**src/rtl/core/mwh_pkg.sv**
```systemverilog
`timescale 1ns / 1ps
// ----------------------------------------------------------------------------
// mwh_pkg
// Shared types and constants of the word-serial 32-bit murmur3 hash block.
// ----------------------------------------------------------------------------
package mwh_pkg;

  localparam logic [31:0] SEED_RESET = 32'hc6b568d8;
  localparam logic [31:0] MIX_C1     = 32'hcc9e2d51;
  localparam logic [31:0] MIX_C2     = 32'h1b873593;
  localparam logic [31:0] ROUND_ADD  = 32'he6546b64;
  localparam logic [31:0] FIN_M1     = 32'h85ebca6b;
  localparam logic [31:0] FIN_M2     = 32'hc2b2ae35;

  localparam int unsigned QDEPTH = 2;
  localparam int unsigned QPTR_W = 1;
  localparam int unsigned QCNT_W = 2;

  localparam logic [2:0] FULL_COUNT = 3'd4;

  typedef struct packed {
    logic [31:0] word;
    logic [2:0]  count;
    logic        full;
    logic        last;
  } entry_t;

  typedef enum logic [2:0] {
    ST_IDLE,
    ST_MUL2,
    ST_MIX,
    ST_FIN1,
    ST_FIN2,
    ST_DONE
  } state_t;

  typedef struct packed {
    logic done;
    logic in_msg;
  } back_status_t;

endpackage

```
**src/rtl/core/murmur3_word_hash_top.sv**
```systemverilog
`timescale 1ns / 1ps
// ----------------------------------------------------------------------------
// murmur3_word_hash_top
// 32-bit murmur3 hash of a message arriving as little-endian 32-bit words.
//
//   channel  direction  handshake             payload
//   in       input      in_valid/in_ready     in_data_word, in_byte_count,
//                                             in_last_word
//   out      output     out_valid/out_ready   out_hash_value
//   cfg      input      cfg_valid/cfg_ready   cfg_seed
//
// a non-last word passes back sequencer states IDLE, MUL2 and MIX, and a last
// word also FIN1, FIN2 and DONE, with at most one 32x32 multiply per cycle
// the front takes a beat whenever the two-entry queue has room
// reset sets the seed to its default and starts a fresh message
// a stalled output holds the finished hash while the queue keeps filling
// ----------------------------------------------------------------------------
module murmur3_word_hash_top #(
  parameter int unsigned LENGTH_BITS = 32
) (
  input  logic         clk,
  input  logic         rst_n,
  input  logic         in_valid,
  output logic         in_ready,
  input  logic [31:0]  in_data_word,
  input  logic [2:0]   in_byte_count,
  input  logic         in_last_word,
  output logic         out_valid,
  input  logic         out_ready,
  output logic [31:0]  out_hash_value,
  input  logic         cfg_valid,
  output logic         cfg_ready,
  input  logic [31:0]  cfg_seed
);

  logic [31:0]                  seed_r;
  logic [31:0]                  seed_nxt;
  logic                         q_full;
  logic                         push_valid;
  mwh_pkg::entry_t              push_entry;
  logic                         pop;
  logic                         q_valid;
  mwh_pkg::entry_t              q_entry;
  logic [mwh_pkg::QCNT_W-1:0]   q_level;
  mwh_pkg::back_status_t        bst;

  assign cfg_ready = 1'b1;
  assign seed_nxt  = (cfg_valid && cfg_ready) ? cfg_seed : seed_r;

  always_ff @(posedge clk) begin
    if (!rst_n) begin
      seed_r <= mwh_pkg::SEED_RESET;
    end else begin
      seed_r <= seed_nxt;
    end
  end

  mwh_front u_front (
    .in_valid      (in_valid),
    .in_ready      (in_ready),
    .in_data_word  (in_data_word),
    .in_byte_count (in_byte_count),
    .in_last_word  (in_last_word),
    .q_full        (q_full),
    .push_valid    (push_valid),
    .push_entry    (push_entry)
  );

  mwh_queue u_queue (
    .clk        (clk),
    .rst_n      (rst_n),
    .push_valid (push_valid),
    .push_entry (push_entry),
    .pop        (pop),
    .q_full     (q_full),
    .q_valid    (q_valid),
    .q_entry    (q_entry),
    .q_level    (q_level)
  );

  mwh_back #(
    .LENGTH_BITS (LENGTH_BITS)
  ) u_back (
    .clk            (clk),
    .rst_n          (rst_n),
    .seed           (seed_r),
    .q_valid        (q_valid),
    .q_entry        (q_entry),
    .pop            (pop),
    .out_valid      (out_valid),
    .out_ready      (out_ready),
    .out_hash_value (out_hash_value),
    .status         (bst)
  );

`ifndef NO_ASSERTIONS
  a_full_blocks_input: assert property (@(posedge clk) disable iff (!rst_n)
    (q_level == mwh_pkg::QCNT_W'(mwh_pkg::QDEPTH)) |-> !in_ready)
    else $error("input taken while queue is full");

  a_done_holds: assert property (@(posedge clk) disable iff (!rst_n)
    (bst.done && out_valid && !out_ready) |=> bst.done)
    else $error("finished hash left the sequencer while output stalled");

  a_out_from_done: assert property (@(posedge clk) disable iff (!rst_n)
    $rose(out_valid) |-> ($past(bst.done) && !bst.in_msg))
    else $error("output raised without a finished message");
`endif

endmodule

```
**src/rtl/core/mwh_front.sv**
```systemverilog
`timescale 1ns / 1ps
// ----------------------------------------------------------------------------
// mwh_front
// Accepts input beats and classifies each word as full or tail, masking
// unused tail bytes and saturating the byte count.
// ----------------------------------------------------------------------------
module mwh_front (
  input  logic                in_valid,
  output logic                in_ready,
  input  logic [31:0]         in_data_word,
  input  logic [2:0]          in_byte_count,
  input  logic                in_last_word,
  input  logic                q_full,
  output logic                push_valid,
  output mwh_pkg::entry_t     push_entry
);

  logic        full;
  logic [31:0] tail_mask;

  always_comb begin
    full = !in_last_word || (in_byte_count >= mwh_pkg::FULL_COUNT);
    case (in_byte_count[1:0])
      2'd0:    tail_mask = 32'h00000000;
      2'd1:    tail_mask = 32'h000000ff;
      2'd2:    tail_mask = 32'h0000ffff;
      2'd3:    tail_mask = 32'h00ffffff;
      default: tail_mask = 32'h00000000;
    endcase
    push_entry.full  = full;
    push_entry.last  = in_last_word;
    push_entry.count = full ? mwh_pkg::FULL_COUNT : {1'b0, in_byte_count[1:0]};
    push_entry.word  = full ? in_data_word : (in_data_word & tail_mask);
  end

  assign in_ready   = !q_full;
  assign push_valid = in_valid && !q_full;

endmodule

```
**src/rtl/core/mwh_queue.sv**
```systemverilog
`timescale 1ns / 1ps
// ----------------------------------------------------------------------------
// mwh_queue
// Two-entry queue between the front and the back.
// ----------------------------------------------------------------------------
module mwh_queue (
  input  logic                         clk,
  input  logic                         rst_n,
  input  logic                         push_valid,
  input  mwh_pkg::entry_t              push_entry,
  input  logic                         pop,
  output logic                         q_full,
  output logic                         q_valid,
  output mwh_pkg::entry_t              q_entry,
  output logic [mwh_pkg::QCNT_W-1:0]   q_level
);

  mwh_pkg::entry_t             mem_r [mwh_pkg::QDEPTH];
  logic [mwh_pkg::QPTR_W-1:0]  wr_ptr_r;
  logic [mwh_pkg::QPTR_W-1:0]  wr_ptr_nxt;
  logic [mwh_pkg::QPTR_W-1:0]  rd_ptr_r;
  logic [mwh_pkg::QPTR_W-1:0]  rd_ptr_nxt;
  logic [mwh_pkg::QCNT_W-1:0]  cnt_r;
  logic [mwh_pkg::QCNT_W-1:0]  cnt_nxt;
  logic                        do_push;
  logic                        do_pop;

  assign q_full  = (cnt_r == mwh_pkg::QCNT_W'(mwh_pkg::QDEPTH));
  assign q_valid = (cnt_r != '0);
  assign q_entry = mem_r[rd_ptr_r];
  assign q_level = cnt_r;
  assign do_push = push_valid && !q_full;
  assign do_pop  = pop && q_valid;

  always_comb begin
    wr_ptr_nxt = do_push ? wr_ptr_r + 1'b1 : wr_ptr_r;
    rd_ptr_nxt = do_pop ? rd_ptr_r + 1'b1 : rd_ptr_r;
    cnt_nxt    = cnt_r;
    if (do_push && !do_pop) begin
      cnt_nxt = cnt_r + 1'b1;
    end else if (do_pop && !do_push) begin
      cnt_nxt = cnt_r - 1'b1;
    end
  end

  always_ff @(posedge clk) begin
    if (!rst_n) begin
      wr_ptr_r <= '0;
      rd_ptr_r <= '0;
      cnt_r    <= '0;
    end else begin
      wr_ptr_r <= wr_ptr_nxt;
      rd_ptr_r <= rd_ptr_nxt;
      cnt_r    <= cnt_nxt;
    end
  end

  always_ff @(posedge clk) begin
    if (do_push) begin
      mem_r[wr_ptr_r] <= push_entry;
    end
  end

endmodule

```
**src/rtl/core/mwh_back.sv**
```systemverilog
`timescale 1ns / 1ps
// ----------------------------------------------------------------------------
// mwh_back
// Sequencer that scrambles each word, folds it into the running hash and,
// on the last word, runs the finalizer into the output register.
// ----------------------------------------------------------------------------
module mwh_back #(
  parameter int unsigned LENGTH_BITS = 32
) (
  input  logic                   clk,
  input  logic                   rst_n,
  input  logic [31:0]            seed,
  input  logic                   q_valid,
  input  mwh_pkg::entry_t        q_entry,
  output logic                   pop,
  output logic                   out_valid,
  input  logic                   out_ready,
  output logic [31:0]            out_hash_value,
  output mwh_pkg::back_status_t  status
);

  mwh_pkg::state_t         state_r;
  mwh_pkg::state_t         state_nxt;
  mwh_pkg::entry_t         item_r;
  mwh_pkg::entry_t         item_nxt;
  logic [31:0]             k_r;
  logic [31:0]             k_nxt;
  logic [31:0]             hash_r;
  logic [31:0]             hash_nxt;
  logic [LENGTH_BITS-1:0]  len_r;
  logic [LENGTH_BITS-1:0]  len_nxt;
  logic [31:0]             f_r;
  logic [31:0]             f_nxt;
  logic                    in_msg_r;
  logic                    in_msg_nxt;
  logic                    out_valid_r;
  logic                    out_valid_nxt;
  logic [31:0]             out_hash_r;
  logic [31:0]             out_hash_nxt;
  logic [31:0]             h0;
  logic [31:0]             hmix;
  logic [31:0]             hrot;
  logic [31:0]             hround;
  logic [LENGTH_BITS-1:0]  len0;
  logic [31:0]             krot;
  logic [31:0]             f16;
  logic [31:0]             f13;

  always_comb begin
    state_nxt     = state_r;
    item_nxt      = item_r;
    k_nxt         = k_r;
    hash_nxt      = hash_r;
    len_nxt       = len_r;
    f_nxt         = f_r;
    in_msg_nxt    = in_msg_r;
    out_valid_nxt = out_valid_r && !out_ready;
    out_hash_nxt  = out_hash_r;
    pop           = 1'b0;

    h0     = in_msg_r ? hash_r : seed;
    len0   = in_msg_r ? len_r : '0;
    hmix   = h0 ^ k_r;
    hrot   = {hmix[18:0], hmix[31:19]};
    hround = (hrot << 2) + hrot + mwh_pkg::ROUND_ADD;
    krot   = {k_r[16:0], k_r[31:17]};
    f16    = f_r ^ (f_r >> 16);
    f13    = f_r ^ (f_r >> 13);

    case (state_r)
      mwh_pkg::ST_IDLE: begin
        if (q_valid) begin
          pop       = 1'b1;
          item_nxt  = q_entry;
          k_nxt     = q_entry.word * mwh_pkg::MIX_C1;
          state_nxt = mwh_pkg::ST_MUL2;
        end
      end
      mwh_pkg::ST_MUL2: begin
        k_nxt     = krot * mwh_pkg::MIX_C2;
        state_nxt = mwh_pkg::ST_MIX;
      end
      mwh_pkg::ST_MIX: begin
        hash_nxt = item_r.full ? hround : h0;
        len_nxt  = len0 + LENGTH_BITS'(item_r.count);
        if (item_r.last) begin
          f_nxt      = hash_nxt ^ (item_r.full ? 32'h0 : k_r) ^ 32'(len_nxt);
          in_msg_nxt = 1'b0;
          state_nxt  = mwh_pkg::ST_FIN1;
        end else begin
          in_msg_nxt = 1'b1;
          state_nxt  = mwh_pkg::ST_IDLE;
        end
      end
      mwh_pkg::ST_FIN1: begin
        f_nxt     = f16 * mwh_pkg::FIN_M1;
        state_nxt = mwh_pkg::ST_FIN2;
      end
      mwh_pkg::ST_FIN2: begin
        f_nxt     = f13 * mwh_pkg::FIN_M2;
        state_nxt = mwh_pkg::ST_DONE;
      end
      mwh_pkg::ST_DONE: begin
        if (!out_valid_r || out_ready) begin
          out_valid_nxt = 1'b1;
          out_hash_nxt  = f16;
          state_nxt     = mwh_pkg::ST_IDLE;
        end
      end
      default: begin
        state_nxt = mwh_pkg::ST_IDLE;
      end
    endcase
  end

  always_ff @(posedge clk) begin
    if (!rst_n) begin
      state_r     <= mwh_pkg::ST_IDLE;
      in_msg_r    <= 1'b0;
      out_valid_r <= 1'b0;
    end else begin
      state_r     <= state_nxt;
      in_msg_r    <= in_msg_nxt;
      out_valid_r <= out_valid_nxt;
    end
  end

  always_ff @(posedge clk) begin
    item_r     <= item_nxt;
    k_r        <= k_nxt;
    hash_r     <= hash_nxt;
    len_r      <= len_nxt;
    f_r        <= f_nxt;
    out_hash_r <= out_hash_nxt;
  end

  assign out_valid      = out_valid_r;
  assign out_hash_value = out_hash_r;
  assign status.done    = (state_r == mwh_pkg::ST_DONE);
  assign status.in_msg  = in_msg_r;

endmodule
```
**config.mk**
```make
export PLATFORM = sky130hd
export DESIGN_NAME = murmur3_word_hash_top
export DESIGN_NICKNAME = d
export VERILOG_FILES = /design/src/rtl/core/mwh_pkg.sv /design/src/rtl/core/murmur3_word_hash_top.sv /design/src/rtl/core/mwh_front.sv /design/src/rtl/core/mwh_queue.sv /design/src/rtl/core/mwh_back.sv
export SDC_FILE = /design/constraint.sdc
export NUM_CORES = 2
export LEC_CHECK = 0
export ABC_AREA = 1
export BUFFER_PORTS_ARGS = -buffer_cell sky130_fd_sc_hd__buf_2
export CORE_ASPECT_RATIO = 1.5
export CORE_MARGIN = 2
export CORE_UTILIZATION = 35
export CTS_CLUSTER_SIZE = 14
export DETAILED_ROUTE_END_ITERATION = 8
export PLACE_DENSITY = 0.52
export SYNTH_ARGS = -nofsm -noshare
export SYNTH_HDL_FRONTEND = slang
export SYNTH_SLANG_ARGS = --single-unit
```
**constraint.sdc**
```tcl
create_clock -name clk -period 16.6 [get_ports clk]
set_input_delay 1.66 -clock clk [delete_from_list [all_inputs] [get_ports clk]]
set_output_delay 1.66 -clock clk [all_outputs]
set_load 0.01 [all_outputs]
```
# Word level (Yosys, flattened, before mapping)

Memories as Yosys holds them, arrays and structs flattened. A register that Yosys moved wholly into a read port is not among the register bits.
Index checks and enable logic that the tools add are counted.
Widths: inputs -> output; s select.

Bits in registers: 206
Memory bits (writable): 74
Bits of input ports: 73
Output and inout port bits: 35
Word-level logic and storage cells: 97
Memories kept: 1

Memory list:

| name          | words | width | rd ports | clocked after memory_dff | write ports | RTL line        | RTL |
|---|---|---|---|---|---|---|---|
| u_queue.mem_r | 2     | 37    | 1        | 1                        | 1           | mwh_queue.sv:18 | `mwh_pkg::entry_t mem_r [mwh_pkg::QDEPTH];` |

Add/subtract/negate cells: 7
$mul: 4
$lt $le $gt $ge: 1
Equal/unequal tests: 12
Mux-type cells: 26
Bitwise logic cells: 6
Reduce and logical (&&, ||, !) cells: 25

Operators with widths:

| cell                   | count |
|---|---|
| $mux 32                | 7 |
| $pmux 32 s4            | 1 |
| $pmux 32 s3            | 1 |
| $xor 32x32->32         | 3 |
| $mul 32x31->32 const B | 2 |
| $pmux 32 s2            | 1 |
| $add 32x3->32          | 1 |
| $add 32x32->32         | 1 |
| $add 32x32->32 const B | 1 |
| $and 32x32->32         | 1 |
| $mul 32x29->32 const B | 1 |
| $mul 32x32->32 const B | 1 |
| $xor 32x16->32         | 1 |
| $xor 32x19->32         | 1 |
| $pmux 3 s6             | 1 |
| $reduce_and 2->1       | 5 |
| $mux 1                 | 9 |
| $mux 3                 | 3 |
| $eq 2x2->1 const B     | 3 |
| $eq 3x2->1 const B     | 2 |
| $eq 3x3->1 const B     | 2 |
| $logic_and 1x1->1      | 6 |
| $logic_not 1->1        | 6 |
| $mux 2                 | 3 |
| 13 further kinds       | 18 |

# Logic depth before layout (Yosys ltp)

Word-level depth: 9
Mapped depth: 34
Gate-level depth less buffers: 34

# By module

Synthesis repeated with hierarchy kept, for this count alone.

Cell total of the unflattened synthesis: 5920
Area total of the unflattened synthesis: 51117.8 um2

By module, submodules not included:

| module                | instances | cells each | area each (um2) | sequential area each (um2) |
|---|---|---|---|---|
| mwh_back              | 1         | 5513       | 46473.3         | 5054.8 |
| mwh_queue             | 1         | 152        | 3067.9          | 2322.2 |
| murmur3_word_hash_top | 1         | 172        | 1211.2          | 640.6 |
| mwh_front             | 1         | 83         | 365.4           | 0.0 |

# Least setup slack after synthesis

OpenSTA, ideal clock, no wires.

Kind: reg-to-reg
Start point: reg u_back.state_r[1]
End point: reg u_back.f_r[0] (enable)
Setup time: 0.390 ns
Arrival: 6.310 ns
Data required time: 16.210 ns
Setup slack: 9.899 ns
Stages on the path, launching flop included: 5
Buffers on the path: 0
Period minus slack after synthesis: 6.701 ns
Cell sequence: dfxtp_1 -> inv_1 -> nor3_1 -> nand2_1 -> nand2_1

Cells in the longest elaborated chain, start to end: 3
Elaborated cells on any way between the ends: 6
Classes of those cells: 4 x eq/ne; 2 x reduce/logical

Ends and longest elaborated chain:

| item                                                             | RTL line        | RTL |
|---|---|---|
| start: declaration                                               | mwh_back.sv:22  | `mwh_pkg::state_t state_r;` |
| start signal: assignment                                         | mwh_back.sv:118 | `state_r <= mwh_pkg::ST_IDLE;` |
| start signal: assignment                                         | mwh_back.sv:122 | `state_r <= state_nxt;` |
| $eq 3x2->1 or $eq 3x3->1 (tied branches)                         | mwh_back.sv:70  | `case (state_r)` |
| $ne 2x1->1 (no source line) or $reduce_bool 3->1 (tied branches) | n/a             |  |
| $reduce_and 2->1 (no source line) *                              | n/a             |  |
| end signal: assignment                                           | mwh_back.sv:133 | `f_r <= f_nxt;` |
| end: declaration                                                 | mwh_back.sv:32  | `logic [31:0] f_r;` |

Every way passes the cells marked *; elsewhere a longest branch is shown, timed or not.
A chain may end at the register's enable or synchronous reset.

# Worst setup path after layout

Start point: reg u_back.f_r[16]
End point: reg u_back.f_r[19] (data pin)

Cells in the longest elaborated chain, start to end: 3
Elaborated cells on any way between the ends: 5
Classes of those cells: 2 x mul; 1 x mux; 2 x bitwise

Ends and longest elaborated chain:

| item                                             | RTL line                        | RTL |
|---|---|---|
| $xor 32x19->32 or $xor 32x16->32 (tied branches) | mwh_back.sv:68, mwh_back.sv:67  |  |
| $mul 32x31->32 or $mul 32x32->32 (tied branches) | mwh_back.sv:100, mwh_back.sv:96 |  |
| $pmux 32 s3 *                                    | mwh_back.sv:70                  |  |
| via u_back.f_nxt[19]                             | mwh_back.sv:33                  | `logic [31:0] f_nxt;` |

The timed path passes the listed nets; every way through them passes the cells marked *.

==> impl_metrics.toml <==
[status]
status = "completed"

[global_route]
grt_max_degree = 67
antenna_found_initial = 2
grt_use_total = 0.239
grt_pass1_vias = 42600
grt_pass1_wl_um = 261000
grt-ovfl-total = 0

[clock_network]
clk_pin_slew_ps = 70
cts.htree.levels = 2
post_cts_resized = 0
postCtsSetupBuffers = 0
cts_hold_buffers = 0
cts_tree = "yes"
cts_made_buffers = 35
clk_path_buf_depth = 3
insertion_delay_ps = 610
cts-root-buf = "clkbuf_16"
cts_sinks = 278

[final_layout]
nets = 7701
final_common_cell = "inv_1"
areaGrowthSynthToFinish_pct = 8.37
drive_gt1_frac = 0.0403
final_cell_mix = "inv_1 (1665), nand2_1 (1037), ha_1 (795), fa_1 (733), nor2_1 (268)"

[worst_setup_path]
cp_common_cell = "inv_1"
arrival_ps = 8510
r2r_start = "u_back.f_r[16]"
crit_buf_inv = 7
crit_cells = 26
worst_setup_path_start_kind = "register"
reg2reg_depth = 26
path_max_fanout = 12
cp.required_ps = 16950
cpPeakStageDelay_ps = 960
end_kind = "register"
path_class = "register to register"
worst_path_max_delay_cell = "xnor2_1"
crit_path_end = "u_back.f_r[19]"
rrSetupSlack_ps = 8440
cp_top_family = "adder cells"
startpoint = "u_back.f_r[16]"
rr_endpoint = "u_back.f_r[19]"

[route]
first_pass_iters = 5
vias = 39000
routed_wl_um = 174000
viasPerCell = 4.86
wl_per_cell_um = 21.6
ant_nets = 0
route.detailed.drc = 0
drt_iter0_drc = 2056

[yosys]
async_flop_share = 0
ys_ff_latch = 278
avgSynthCellArea_um2 = 8.50
syn_area_um2 = 50700
synth_fp_nets = 7566
synth_edf_count = 236
synthDistinctLibCells = 50
ys.flop_type = "edfxtp_1"
ys_warn_count = 0
ys_seq_area_frac = 0.156
netlist_instances = 5965

[run]
drv_cap = 0

[sta]
setup_tns_ps = 0
setup_slack_ps = 8440
worstMarginPinSlew_ps = 1160
slew_headroom = 0.225
min_period_over_period = 0.492
min_period_ps = 8160
finClkSkew_ps = 39.7
hold_viol = 0
rsz0062_at_grt = "no"
final-max-slew-violation-count = 0
clock.fmax_mhz = 122
finalSetupViolations = 0

[floorplanning]
fp.dieW_um = 315
io_pins = 108
rows = 171
die_area_um2 = 148000
die_h_um = 470
start_util = 0.351
core_area_um2 = 144000

[hold_path]
worstHoldPathType = "register to register"

[placement]
gp_congestion = 0.974
io_buffers = 106
detailedPlace.worstSlack_ps = 8500
hpwl_um = 152000
## synth_stat cells, types with 4 or more instances
library cell	count	area, um2
o21ai_0	239	1200
a21o_1	20	150
o211ai_1	7	52.6
or2_2	13	81.3
fa_1	733	14700
a31oi_1	7	43.8
a21oi_1	226	1130
nor2_1	272	1020
buf_1	5	18.8
o21bai_1	20	150
nand2_2	4	25.0
nand4_1	33	206
a21boi_0	4	30.0
nor4_1	8	50.1
nor3_2	4	40.0
inv_1	1665	6250
ha_1	795	9950
buf_2	8	40.0
dfxtp_1	42	841
xor2_1	109	955
nand3b_1	19	143
nand2_1	1037	3890
nor3_1	40	200
xnor2_1	69	604
clkbuf_1	40	150
nand3_1	257	1290
edfxtp_1	236	7090
o221ai_1	4	35.0
o21a_1	7	52.6
o31ai_1	4	30.0
## final cells by class
type,count,area (um2)
antenna,2,5.00
clock buffer,47,995
clock inverter,15,165
fill,15000,89300
inverter,1668,6260
multi-input combinational,3962,36300
sequential,278,7930
tap,1903,2380
timing repair buffer,155,898
## state kept, by name, indices dropped and copies added (netlist names), named ones only
signal,count
u_back.len_r,32
u_back.in_msg_r,1
seed_r,32
u_queue.mem_r,72
u_queue.q_level,2
u_queue.rd_ptr_r,1
u_back.k_r,32
u_back.hash_r,32
u_back.item_r,4
u_back.out_hash_value,32
u_back.out_valid,1
u_back.f_r,32
u_queue.wr_ptr_r,1
u_back.state_r,3
## how the worst min path moves through the flow
stage                           from                         to  slack, ps  depth (start not counted)
finish              u_queue.rd_ptr_r           u_queue.rd_ptr_r        450                          1
global route              seed_r[16]                 seed_r[16]        490                          2
CTS                 u_queue.rd_ptr_r           u_queue.rd_ptr_r        450                          1
detailed placement        seed_r[20]                 seed_r[20]        450                          2
global placement    u_queue.rd_ptr_r                   register        440                          1
floorplan             u_back.f_r[31]  u_back.out_hash_value[31]        420                          0
## metrics by stage
step           std cells   util  hold slack, ps  area, um2
2_1_floorplan       5965      -             424      50700
3_5_place_dp        7966  0.373             446      53800
6_report            8030  0.381             450      54900
3_3_place_gp        7966  0.373             439      53800
5_1_grt             8030  0.381             487      54900
4_1_cts             8028  0.381             454      54900
## cells by family after synthesis
family / after synthesis / synth area share
buffers and inverters: 1725 / 0.128
and+or+nand+nor: 1701 / 0.139
adders and majority gates: 1528 / 0.486
AOI/OAI and AO/OA: 552 / 0.0590
DFF: 278 / 0.156
xor gates and xnor gates: 178 / 0.0308
muxes: 2 / 0.000395
other: 1 / 0.0000740
## worst reg2reg max path: stages, from the launching register on
cell	delay [ps]
edfxtp_1	730
xnor2_1	960
inv_1	190
ha_1	370
inv_1	100
fa_1	430
fa_1	540
inv_1	50
fa_1	440
fa_1	500
ha_1	290
fa_1	480
inv_1	50
fa_1	500
inv_1	40
ha_1	440
nand2_1	150
nor2_1	150
inv_1	80
nor3_1	240
a21oi_1	150
o21ai_0	380
a21oi_1	100
o21ai_0	220
nand2_1	110
inv_1	80
o21ai_0	100
## metal layers
metal	wire (um)	global-route usage	vias to the layer above
met5	0	0	-
met4	13300	0.149	0
met3	5060	0.0211	383
met2	93600	0.455	899
met1	61700	0.249	19100
li1	-	-	18600
Power is not shown: default switching activity piles up to over one toggle a cycle in this logic, so the estimate is an artifact.
